==> config.mk <==
export PLATFORM = sky130hd
export DESIGN_NAME = point_in_polygon_test_top
export DESIGN_NICKNAME = d
export VERILOG_FILES = /design/src/hw/rtl/pip_pkg.sv /design/src/hw/rtl/pip_vertex_ram.sv /design/src/hw/rtl/pip_edge_unit.sv /design/src/hw/rtl/point_in_polygon_test_top.sv
export SDC_FILE = /design/constraint.sdc
export NUM_CORES = 2
export LEC_CHECK = 0
export BUFFER_PORTS_ARGS = -buffer_cell sky130_fd_sc_hd__buf_2
export CAP_MARGIN = 20
export CORE_UTILIZATION = 60
export DETAILED_ROUTE_END_ITERATION = 10
export PLACE_DENSITY = 0.76
export SLEW_MARGIN = 10
export SYNTH_ARGS = -nofsm -noshare
export SYNTH_HDL_FRONTEND = slang
export SYNTH_SLANG_ARGS = --single-unit
==> constraint.sdc <==
create_clock -name aclk -period 8.9 [get_ports aclk]
set_input_delay 0.445 -clock aclk [delete_from_list [all_inputs] [get_ports aclk]]
set_output_delay 0.445 -clock aclk [all_outputs]
set_load 0.005 [all_outputs]
==> src/hw/rtl/pip_pkg.sv <==
package pip_pkg;

    localparam int MAX_VERTICES = 64;
    localparam int COORD_BITS   = 12;
    localparam int ADDR_BITS    = $clog2(MAX_VERTICES);
    localparam int COUNT_BITS   = 7;
    localparam int INDEX_BITS   = 6;
    localparam int DIFF_BITS    = COORD_BITS + 1;
    localparam int PROD_BITS    = 2 * DIFF_BITS;
    localparam int SUM_BITS     = PROD_BITS + 1;

    localparam logic KIND_WRITE = 1'b0;
    localparam logic KIND_QUERY = 1'b1;

    typedef logic [COORD_BITS-1:0] coord_t;
    typedef logic [ADDR_BITS-1:0]  addr_t;
    typedef logic [COUNT_BITS-1:0] count_t;

    typedef struct packed {
        coord_t x;
        coord_t y;
    } vertex_t;

    typedef struct packed {
        logic clear;
        logic load_prev;
        logic eval;
    } edge_ctl_t;

endpackage

==> src/hw/rtl/pip_vertex_ram.sv <==
module pip_vertex_ram (
    input  logic             aclk,
    input  logic             wr_en,
    input  pip_pkg::addr_t   wr_addr,
    input  pip_pkg::vertex_t wr_data,
    input  logic             rd_en,
    input  pip_pkg::addr_t   rd_addr,
    output pip_pkg::vertex_t rd_data
);
    import pip_pkg::*;

    vertex_t mem [MAX_VERTICES];
    vertex_t rd_data_reg;

    always_ff @(posedge aclk) begin
        if (wr_en) begin
            mem[wr_addr] <= wr_data;
        end
    end

    always_ff @(posedge aclk) begin
        if (rd_en) begin
            rd_data_reg <= mem[rd_addr];
        end
    end

    assign rd_data = rd_data_reg;

endmodule

==> src/hw/rtl/pip_edge_unit.sv <==
module pip_edge_unit (
    input  logic               aclk,
    input  logic               aresetn,
    input  pip_pkg::edge_ctl_t ctl,
    input  pip_pkg::vertex_t   vertex,
    input  pip_pkg::coord_t    query_x,
    input  pip_pkg::coord_t    query_y,
    output logic               busy,
    output logic               inside_flag
);
    import pip_pkg::*;

    vertex_t prev_reg;

    logic                        a_vld_reg;
    logic                        a_qual_reg;
    logic signed [DIFF_BITS-1:0] da_reg, dy_reg, dq_reg, dx_reg;

    logic                        b_vld_reg;
    logic                        b_qual_reg;
    logic signed [PROD_BITS-1:0] p1_reg, p2_reg;

    logic inside_reg;
    logic inside_next;

    logic    cur_above, prev_above, qual;
    vertex_t va, vb;
    logic signed [SUM_BITS-1:0] sum;

    // The endpoint above the query line is a, the other one is b.
    always_comb begin
        cur_above  = (vertex.y < query_y) && (prev_reg.y >= query_y);
        prev_above = (prev_reg.y < query_y) && (vertex.y >= query_y);
        qual       = (cur_above || prev_above)
                     && ((vertex.x >= query_x) || (prev_reg.x >= query_x));
        va         = cur_above ? vertex : prev_reg;
        vb         = cur_above ? prev_reg : vertex;
    end

    always_ff @(posedge aclk) begin
        if (ctl.load_prev || ctl.eval) begin
            prev_reg <= vertex;
        end
        if (ctl.eval) begin
            a_qual_reg <= qual;
            da_reg     <= $signed({1'b0, va.x}) - $signed({1'b0, query_x});
            dy_reg     <= $signed({1'b0, vb.y}) - $signed({1'b0, va.y});
            dq_reg     <= $signed({1'b0, query_y}) - $signed({1'b0, va.y});
            dx_reg     <= $signed({1'b0, vb.x}) - $signed({1'b0, va.x});
        end
        if (a_vld_reg) begin
            b_qual_reg <= a_qual_reg;
            p1_reg     <= da_reg * dy_reg;
            p2_reg     <= dq_reg * dx_reg;
        end
    end

    assign sum = {p1_reg[PROD_BITS-1], p1_reg} + {p2_reg[PROD_BITS-1], p2_reg};

    always_comb begin
        inside_next = inside_reg;
        if (ctl.clear) begin
            inside_next = 1'b0;
        end else if (b_vld_reg && b_qual_reg && !sum[SUM_BITS-1]) begin
            inside_next = !inside_reg;
        end
    end

    always_ff @(posedge aclk) begin
        if (!aresetn) begin
            a_vld_reg  <= 1'b0;
            b_vld_reg  <= 1'b0;
            inside_reg <= 1'b0;
        end else begin
            a_vld_reg  <= ctl.eval;
            b_vld_reg  <= a_vld_reg;
            inside_reg <= inside_next;
        end
    end

    assign busy        = a_vld_reg || b_vld_reg;
    assign inside_flag = inside_reg;

endmodule

==> src/hw/rtl/point_in_polygon_test_top.sv <==
// Point-in-polygon test by even-odd ray casting.
// The input channel (s_valid/s_ready) carries two kinds of item. A vertex write
// (s_kind 0) stores s_coord_x and s_coord_y in slot s_vertex_index and
// produces no result. A query (s_kind 1) tests the point
// s_coord_x, s_coord_y against the first vertex_count vertices and produces
// one item on the result channel (m_valid/m_ready) with m_inside_res.
// The vertex count is written through cfg_wr_en and cfg_wr_data; the user must
// write it only while the block is idle, as the block does not enforce this.
// Values above the table depth act as the full table. A query with n vertices
// reads one vertex per cycle from the table and feeds one shared edge unit
// (difference stage, multiply stage, accumulate); s_ready is low until the
// result is registered. A count of zero skips the table walk.
// The result sits in an output register. The block accepts new items while it
// waits; a following query holds its result until the old one is taken.
// Reset clears the count, the sequencer and the output valid. The vertex
// table is not cleared: every slot a query uses must be written first.
module point_in_polygon_test_top (
    input  logic                            aclk,
    input  logic                            aresetn,
    input  logic                            cfg_wr_en,
    input  logic [pip_pkg::COUNT_BITS-1:0]  cfg_wr_data,
    input  logic                            s_valid,
    output logic                            s_ready,
    input  logic                            s_kind,
    input  logic [pip_pkg::INDEX_BITS-1:0]  s_vertex_index,
    input  logic [pip_pkg::COORD_BITS-1:0]  s_coord_x,
    input  logic [pip_pkg::COORD_BITS-1:0]  s_coord_y,
    output logic                            m_valid,
    input  logic                            m_ready,
    output logic                            m_inside_res
);
    import pip_pkg::*;

    typedef enum logic [4:0] {
        S_IDLE  = 5'b00001,
        S_PREV  = 5'b00010,
        S_WALK  = 5'b00100,
        S_DRAIN = 5'b01000,
        S_DONE  = 5'b10000
    } state_t;

    state_t state_reg, state_next;
    count_t vertex_count_reg;
    count_t n_reg, n_next;
    addr_t  idx_reg, idx_next;
    coord_t qx_reg, qy_reg;
    logic   rd_vld_reg, rd_prev_reg;
    logic   m_valid_reg, m_valid_next;
    logic   m_inside_reg;

    logic      in_fire, wr_en, rd_en, rd_prev, load_out, busy, inside_flag;
    addr_t     rd_addr;
    vertex_t   rd_data;
    edge_ctl_t ctl;
    count_t    n_sat, n_last;

    assign in_fire = s_valid && s_ready;
    assign s_ready = (state_reg == S_IDLE);
    assign wr_en   = in_fire && (s_kind == KIND_WRITE);
    assign n_sat   = (vertex_count_reg > COUNT_BITS'(MAX_VERTICES))
                     ? COUNT_BITS'(MAX_VERTICES) : vertex_count_reg;
    assign n_last  = n_reg - 1'b1;
    assign load_out = (state_reg == S_DONE) && (!m_valid_reg || m_ready);

    always_comb begin
        state_next = state_reg;
        n_next     = n_reg;
        idx_next   = idx_reg;
        rd_en      = 1'b0;
        rd_prev    = 1'b0;
        rd_addr    = idx_reg;
        case (state_reg)
            S_IDLE: begin
                if (in_fire && (s_kind == KIND_QUERY)) begin
                    n_next     = n_sat;
                    idx_next   = '0;
                    state_next = (n_sat == '0) ? S_DONE : S_PREV;
                end
            end
            S_PREV: begin
                rd_en      = 1'b1;
                rd_prev    = 1'b1;
                rd_addr    = n_last[ADDR_BITS-1:0];
                state_next = S_WALK;
            end
            S_WALK: begin
                rd_en    = 1'b1;
                idx_next = idx_reg + 1'b1;
                if ({1'b0, idx_reg} == n_last) begin
                    state_next = S_DRAIN;
                end
            end
            S_DRAIN: begin
                if (!rd_vld_reg && !busy) begin
                    state_next = S_DONE;
                end
            end
            S_DONE: begin
                if (load_out) begin
                    state_next = S_IDLE;
                end
            end
            default: begin
                state_next = S_IDLE;
            end
        endcase
    end

    always_comb begin
        m_valid_next = m_valid_reg;
        if (load_out) begin
            m_valid_next = 1'b1;
        end else if (m_ready) begin
            m_valid_next = 1'b0;
        end
    end

    assign ctl.clear     = in_fire && (s_kind == KIND_QUERY);
    assign ctl.load_prev = rd_vld_reg && rd_prev_reg;
    assign ctl.eval      = rd_vld_reg && !rd_prev_reg;

    always_ff @(posedge aclk) begin
        if (!aresetn) begin
            state_reg        <= S_IDLE;
            vertex_count_reg <= '0;
            rd_vld_reg       <= 1'b0;
            m_valid_reg      <= 1'b0;
        end else begin
            state_reg   <= state_next;
            rd_vld_reg  <= rd_en;
            m_valid_reg <= m_valid_next;
            if (cfg_wr_en) begin
                vertex_count_reg <= cfg_wr_data;
            end
        end
    end

    always_ff @(posedge aclk) begin
        n_reg       <= n_next;
        idx_reg     <= idx_next;
        rd_prev_reg <= rd_prev;
        if (ctl.clear) begin
            qx_reg <= s_coord_x;
            qy_reg <= s_coord_y;
        end
        if (load_out) begin
            m_inside_reg <= inside_flag;
        end
    end

    pip_vertex_ram u_ram (
        .aclk    (aclk),
        .wr_en   (wr_en),
        .wr_addr (s_vertex_index[ADDR_BITS-1:0]),
        .wr_data ({s_coord_x, s_coord_y}),
        .rd_en   (rd_en),
        .rd_addr (rd_addr),
        .rd_data (rd_data)
    );

    pip_edge_unit u_edge (
        .aclk        (aclk),
        .aresetn     (aresetn),
        .ctl         (ctl),
        .vertex      (rd_data),
        .query_x     (qx_reg),
        .query_y     (qy_reg),
        .busy        (busy),
        .inside_flag (inside_flag)
    );

    assign m_valid      = m_valid_reg;
    assign m_inside_res = m_inside_reg;

    a_query_leaves_idle: assert property (@(posedge aclk) disable iff (!aresetn)
        (in_fire && (s_kind == KIND_QUERY)) |=> (state_reg != S_IDLE))
        else $error("query accepted but sequencer stayed idle");

    a_result_from_done: assert property (@(posedge aclk) disable iff (!aresetn)
        $rose(m_valid_reg) |-> $past(state_reg == S_DONE))
        else $error("result raised outside the done state");

    a_walk_in_range: assert property (@(posedge aclk) disable iff (!aresetn)
        (state_reg == S_WALK) |-> ({1'b0, idx_reg} < n_reg))
        else $error("walk index beyond vertex count");

    a_idle_pipe_empty: assert property (@(posedge aclk) disable iff (!aresetn)
        (state_reg == S_IDLE) |-> (!rd_vld_reg && !busy))
        else $error("edge pipeline busy while idle");

endmodule
; ---- Word level (Yosys, flattened, before mapping)
; Memory sizes are Yosys's and may differ from the RTL's. A register that Yosys moved wholly into a read port is not among the register bits.
; Cells that the tools add are included.
[word_totals]
reg_bits = 186
mem_bits_rw = 1536
out_inout_bits = 3
elab_cells = 101
memories = 1
[op_classes]
addsub = 7
mul = 2
n_lt_le_gt_ge = 7
n_eq_ne = 10
n_mux = 18
bitwise = 2
reduce_logical = 31
[memory_table]
columns = memory, depth, word_bits, rd, rd_ports_with_merged_regs, write_ports, line
row1 = u_ram.mem, 64, 24, 1, 1, 1, pip_vertex_ram.sv:12  ; vertex_t mem [MAX_VERTICES];
[ops]
columns = op, count
row1 = 13-bit by 13-bit multiplier with 26-bit output, 2
row2 = 12-bit by 12-bit subtractor with 13-bit output, 4
row3 = 12-bit >= comparator, 4
row4 = 24-bit two-way mux, 2
row5 = 26-bit by 26-bit adder with 27-bit output, 1
row6 = 5-bit two-way mux, 5
row7 = 5-bit case mux with 5 select lines, 1
row8 = 12-bit less-than comparator, 2
row9 = 1-bit logical AND, 12
row10 = 6-bit two-way mux, 2
row11 = 6-bit case mux with 2 select lines, 1
row12 = 6-bit by 7-bit == test with 1-bit output, 1
row13 = "7-bit > comparator, second input constant", 1
row14 = 7-bit zero test, 1
row15 = 7-bit two-way mux, 1
row16 = "7-bit by 1-bit subtractor with 7-bit output, second input constant", 1
row17 = "6-bit by 1-bit adder with 6-bit output, second input constant", 1
row18 = 1-bit zero test, 6
row19 = 1-bit two-way mux, 6
row20 = "2-bit inequality test, second input constant", 3
row21 = "5-bit by 1-bit == test with 1-bit output, second input constant", 1
row22 = "5-bit by 2-bit == test with 1-bit output, second input constant", 1
row23 = "5-bit by 3-bit == test with 1-bit output, second input constant", 1
row24 = "5-bit by 4-bit == test with 1-bit output, second input constant", 1
row25 = 8 further kinds, 16

; ---- Logic depth before layout (Yosys ltp)
[logic_depth]
ltp_word = 6
ltp_mapped = 28
mapped_depth_nobuf = 27

; ---- Hierarchy
; From an unflattened synthesis, not the netlist that was laid out.
[unflattened]
hier_cells = 5050
area_unflattened_um2 = 83291.1
[modules_own_cells]
columns = module, instances, cells_per_inst, area_each_um2, seq_area_each_um2
row1 = pip_vertex_ram, 1, 2610, 59535.8, 46844.9
row2 = pip_edge_unit, 1, 2270, 21555.7, 3963.8
row3 = point_in_polygon_test_top, 1, 170, 2199.6, 1441.4

; ---- Least setup slack after synthesis
; No wires, ideal clock.
[synth_timing]
path_kind = register to register
from = register u_edge.dy_reg[1]
to = register u_edge.p1_reg[24] (data pin)
arrival_ps = 5827
setup_slack_ps = 2815
stages_incl_launch_ff = 26
period_less_slack_ps = 6085
path_cell_list = edfxtp_1 > clkbuf_1 > and2_1 > fa_1 > inv_1 > fa_1 > inv_1 > fa_1 > inv_1 > fa_1 > inv_1 > fa_1 > ha_1 > ha_1 > inv_1 > o21ai_1 > a21oi_2 > o21ai_1 > a21oi_2 > nand2b_1 > a21boi_1 > o41a_1 > a311o_1 > a211o_1 > a21oi_2 > xnor2_1
[synth_via]
elab_chain_len = 1
[synth_lines]
columns = element, line
row1 = "start, declared", pip_edge_unit.sv:17  ; logic signed [DIFF_BITS-1:0] da_reg, dy_reg, dq_reg, dx_reg;
row2 = "start signal, assigned", pip_edge_unit.sv:47  ; dy_reg <= $signed({1'b0, vb.y}) - $signed({1'b0, va.y});
row3 = 13-bit by 13-bit multiplier with 26-bit output, pip_edge_unit.sv:53  ; p1_reg <= da_reg * dy_reg;
row4 = "end signal, assigned", pip_edge_unit.sv:53
row5 = "end, declared", pip_edge_unit.sv:21  ; logic signed [PROD_BITS-1:0] p1_reg, p2_reg;
; No other way between the ends.
; A chain may end at the register's enable or synchronous reset.

; ---- Worst setup path after layout
[layout_timing]
from = register u_edge.da_reg[7]
to = register u_edge.p1_reg[25] (data pin)
[layout_via]
elab_chain_len = 1
[layout_lines]
columns = element, line
row1 = "start, declared", pip_edge_unit.sv:17
row2 = "start signal, assigned", pip_edge_unit.sv:46  ; da_reg <= $signed({1'b0, va.x}) - $signed({1'b0, query_x});
row3 = 13-bit by 13-bit multiplier with 26-bit output, pip_edge_unit.sv:53
; No other way between the ends.

==> impl_metrics.yaml <==
synthesis:
  synth_flop_cell: "edfxtp_1"
  async_flop_share_pct: 0
  synthAdderAreaFrac_pct: 11.7
  synthXorXnorAreaFrac_pct: 1.15
  synth_seq_cells: 1746
  yosysWarnings: 0
  synth_top_family_by_area: "multiplexers"
  synth_area_mm2: 0.0832
  synth_cell_types: 85
  synth_cells: 5012
  seq_area_frac_synth_pct: 62.8
  synth_nets: 5616
  syn_area_per_cell_um2: 16.6
  synthMuxAreaShare_pct: 11.8
  synth_edf_count: 1728
  synthSimpleGateAreaFrac_pct: 5.28
  synth_compound_area_share_pct: 4.22
floorplanning:
  initial_core_util_pct: 60.5
  die_h_um: 374
  die_width_um: 374
  row_count: 136
  io_pins: 46
  die_area_mm2: 0.140
  core_area_mm2: 0.137
finish:
  largest_reg_flops: 1536
  layout.cells.most_common_list: "edfxtp_1 (1728), inv_1 (433), mux4_2 (384)"
  multiInputGateArea_mm2: 0.0286
  drive_above_1_share_pct: 16.7
  area_growth_syn_to_layout_pct: 9.96
  stdcell_area_mm2: 0.0915
  fill_cells: 9066
  final_common_cell: "edfxtp_1"
  fin_nets: 5741
  final_util_pct: 66.6
  stdcell_count: 7066
  regArea_mm2: 0.0523
power_and_ir_drop:
  p_per_area_mw_per_mm2: 257
  internal-power_mw: 16.3
  p_seq_share_pct: 40.5
  combPwrFrac_pct: 30.1
  pwr-share-clk_pct: 29.4
  p_leak_nw: 32.3
  vdd_drop_max_mv: 0.246
  switchingPower_mw: 7.26
  switching_share_pct: 30.9
clocking:
  clockBufferDepth: 3
  numCtsBuffers: 171
  cts-root-buf: "clkbuf_16"
  cts_resized: 0
  cts_setup_buffers: 0
  clock_latency_ns: 0.80
  htreeDepth: 4
  numClockSinks: 1746
  clk_pin_slew_ns: 0.07
  cts_tree: "yes"
  cts_hold_buf: 9
grt:
  grt_max_degree: 104
  grt_usage_pct: 27.8
  grt-ovfl-total: 0
  grt_pass1_vias: 45800
  grt_pass1_wl_um: 286000
  antenna_found_initial: 5
place:
  gp_congestion: 0.867
  place_area_mm2: 0.0861
  dp_hpwl_um: 115000
  dp_cells: 6748
  portBuffers: 45
timing:
  fin_crit_sh_pct: 73.5
  max_slew_margin_pct: 34.4
  max_freq_ghz: 0.153
  period_minus_slack_ns: 6.55
  grt_setup_unrepaired: "false"
  finalSetupViolations: 0
  skew_ns: 0.0570
  hold_viol: 0
  drv_slew: 0
  tns_ns: 0
  worst_pin_slew_ns: 0.981
detailed_routing:
  drt_wl_total_um: 192000
  wl_per_cell_um: 27.2
  drt_iter0_markers: 4500
  first_pass_iters: 8
  via_per_inst: 6.29
  post-route-drc-count: 0
  postRouteAntennaNets: 0
  dr_total_vias: 44500
status:
  status: "complete, no violations"
hold_path:
  min_path_cells: 1
  hp-class: "input port to flip-flop"
  worstHoldStart: "s_coord_x[1]"
  whs_endpoint: "u_ram.mem[23][13]"
setup_path:
  regToRegEndpoint: "u_edge.p1_reg[25]"
  crit_path_max_fanout: 13
  arrival_ns: 7.13
  r2r_start: "u_edge.da_reg[7]"
  path_class: "flip-flop to flip-flop"
  critPathLaunchType: "flip-flop"
  end_kind: "flip-flop"
  cp.required_ns: 9.49
  reg2regPathDepth: 24
  rrSetupSlack_ns: 2.35
job:
  maxCapViolations: 0
==> synth_stat cells, types with 51 or more instances <==
master	number	area, µm²
mux4_2	384	8650
fa_1	326	6530
o21ai_0	51	255
buf_2	65	325
inv_1	433	1630
mux2i_1	115	1150
ha_1	235	2940
a21oi_1	177	886
nor2b_1	146	913
a211oi_1	176	1320
nor2_1	182	683
clkbuf_1	141	529
nand2_1	250	938
and2_1	161	1010
edfxtp_1	1728	51900
xnor2_1	83	727
==> worst max-delay path by stage <==
stage | startpoint | to | slack (ns) | cells after the start
2_1_floorplan | u_edge.dy_reg[1] | u_edge.p1_reg[24] | 2.82 | 25
3_3_place_gp | u_edge.da_reg[7] | u_edge.p1_reg[24] | 2.49 | 24
3_5_place_dp | u_edge.da_reg[7] | u_edge.p1_reg[25] | 2.40 | 24
4_1_cts | u_edge.da_reg[7] | u_edge.p1_reg[25] | 2.36 | 24
5_1_grt | u_edge.dq_reg[7] | u_edge.p2_reg[25] | 1.97 | 24
6_report | u_edge.da_reg[7] | u_edge.p1_reg[25] | 2.35 | 24
==> routing by layer <==
layer	wire, µm	vias to the layer above	track usage, %
met1	74700	22800	37.8
met2	93200	2243	44.9
li1	-	19000	-
met3	16400	382	4.96
met5	0	-	0
met4	7830	0	11.2
==> cell families (layout without fill, tap and decap cells) <==
| logic type | after synthesis | count (layout) |
|---|---|---|
| compound gates | 531 | 531 |
| xor+xnor | 109 | 109 |
| fa+ha+maj | 586 | 586 |
| buf+inv | 666 | 925 |
| flops | 1746 | 1746 |
| mux | 500 | 500 |
| other cells | 0 | 1 |
| simple gates | 874 | 874 |
==> final cells by class <==
cell class | instances | share of cell area (%)
sequential | 1746 | 57.1
multi-input combinational | 2600 | 31.3
clock buffer | 227 | 5.01
tap | 1794 | 2.45
inverter | 436 | 1.79
timing repair buffer | 182 | 1.55
clock inverter | 80 | 0.834
antenna | 1 | 0.00273
==> stage by stage <==
stage	worst slack (ns)	power, mW	hold WS [ns]
after floorplan	2.82	14.8	0.400
after global placement	2.49	16.6	0.409
after CTS	2.36	23.7	0.0606
after detailed placement	2.40	16.8	0.427
final	2.35	23.5	0.0997
after global routing	1.97	24.7	0.0783
==> power groups by stage <==
stage,registers [mW],clock network [mW],logic (mW)
3_3_place_gp,9.69,0,6.96
4_1_cts,9.52,6.98,7.15
6_report,9.53,6.91,7.09
2_1_floorplan,9.65,0,5.17
3_5_place_dp,9.70,0,7.08
5_1_grt,9.53,7.28,7.85
==> worst max-delay path, cell delays in order (launching register included) <==
cell	delay [ns]
edfxtp_1	0.56
and2_1	0.26
fa_1	0.54
inv_1	0.05
fa_1	0.49
inv_1	0.06
fa_1	0.50
inv_1	0.06
fa_1	0.52
inv_1	0.05
fa_1	0.43
ha_1	0.28
ha_1	0.32
o21ai_1	0.11
a21boi_1	0.10
o21ai_1	0.17
a21boi_1	0.11
o21ai_1	0.18
a21boi_1	0.11
o21a_1	0.20
o41ai_2	0.38
nor3_1	0.14
or3_1	0.40
and3_1	0.15
a211oi_1	0.17
Note: power is estimated with default switching activity, not from simulation.
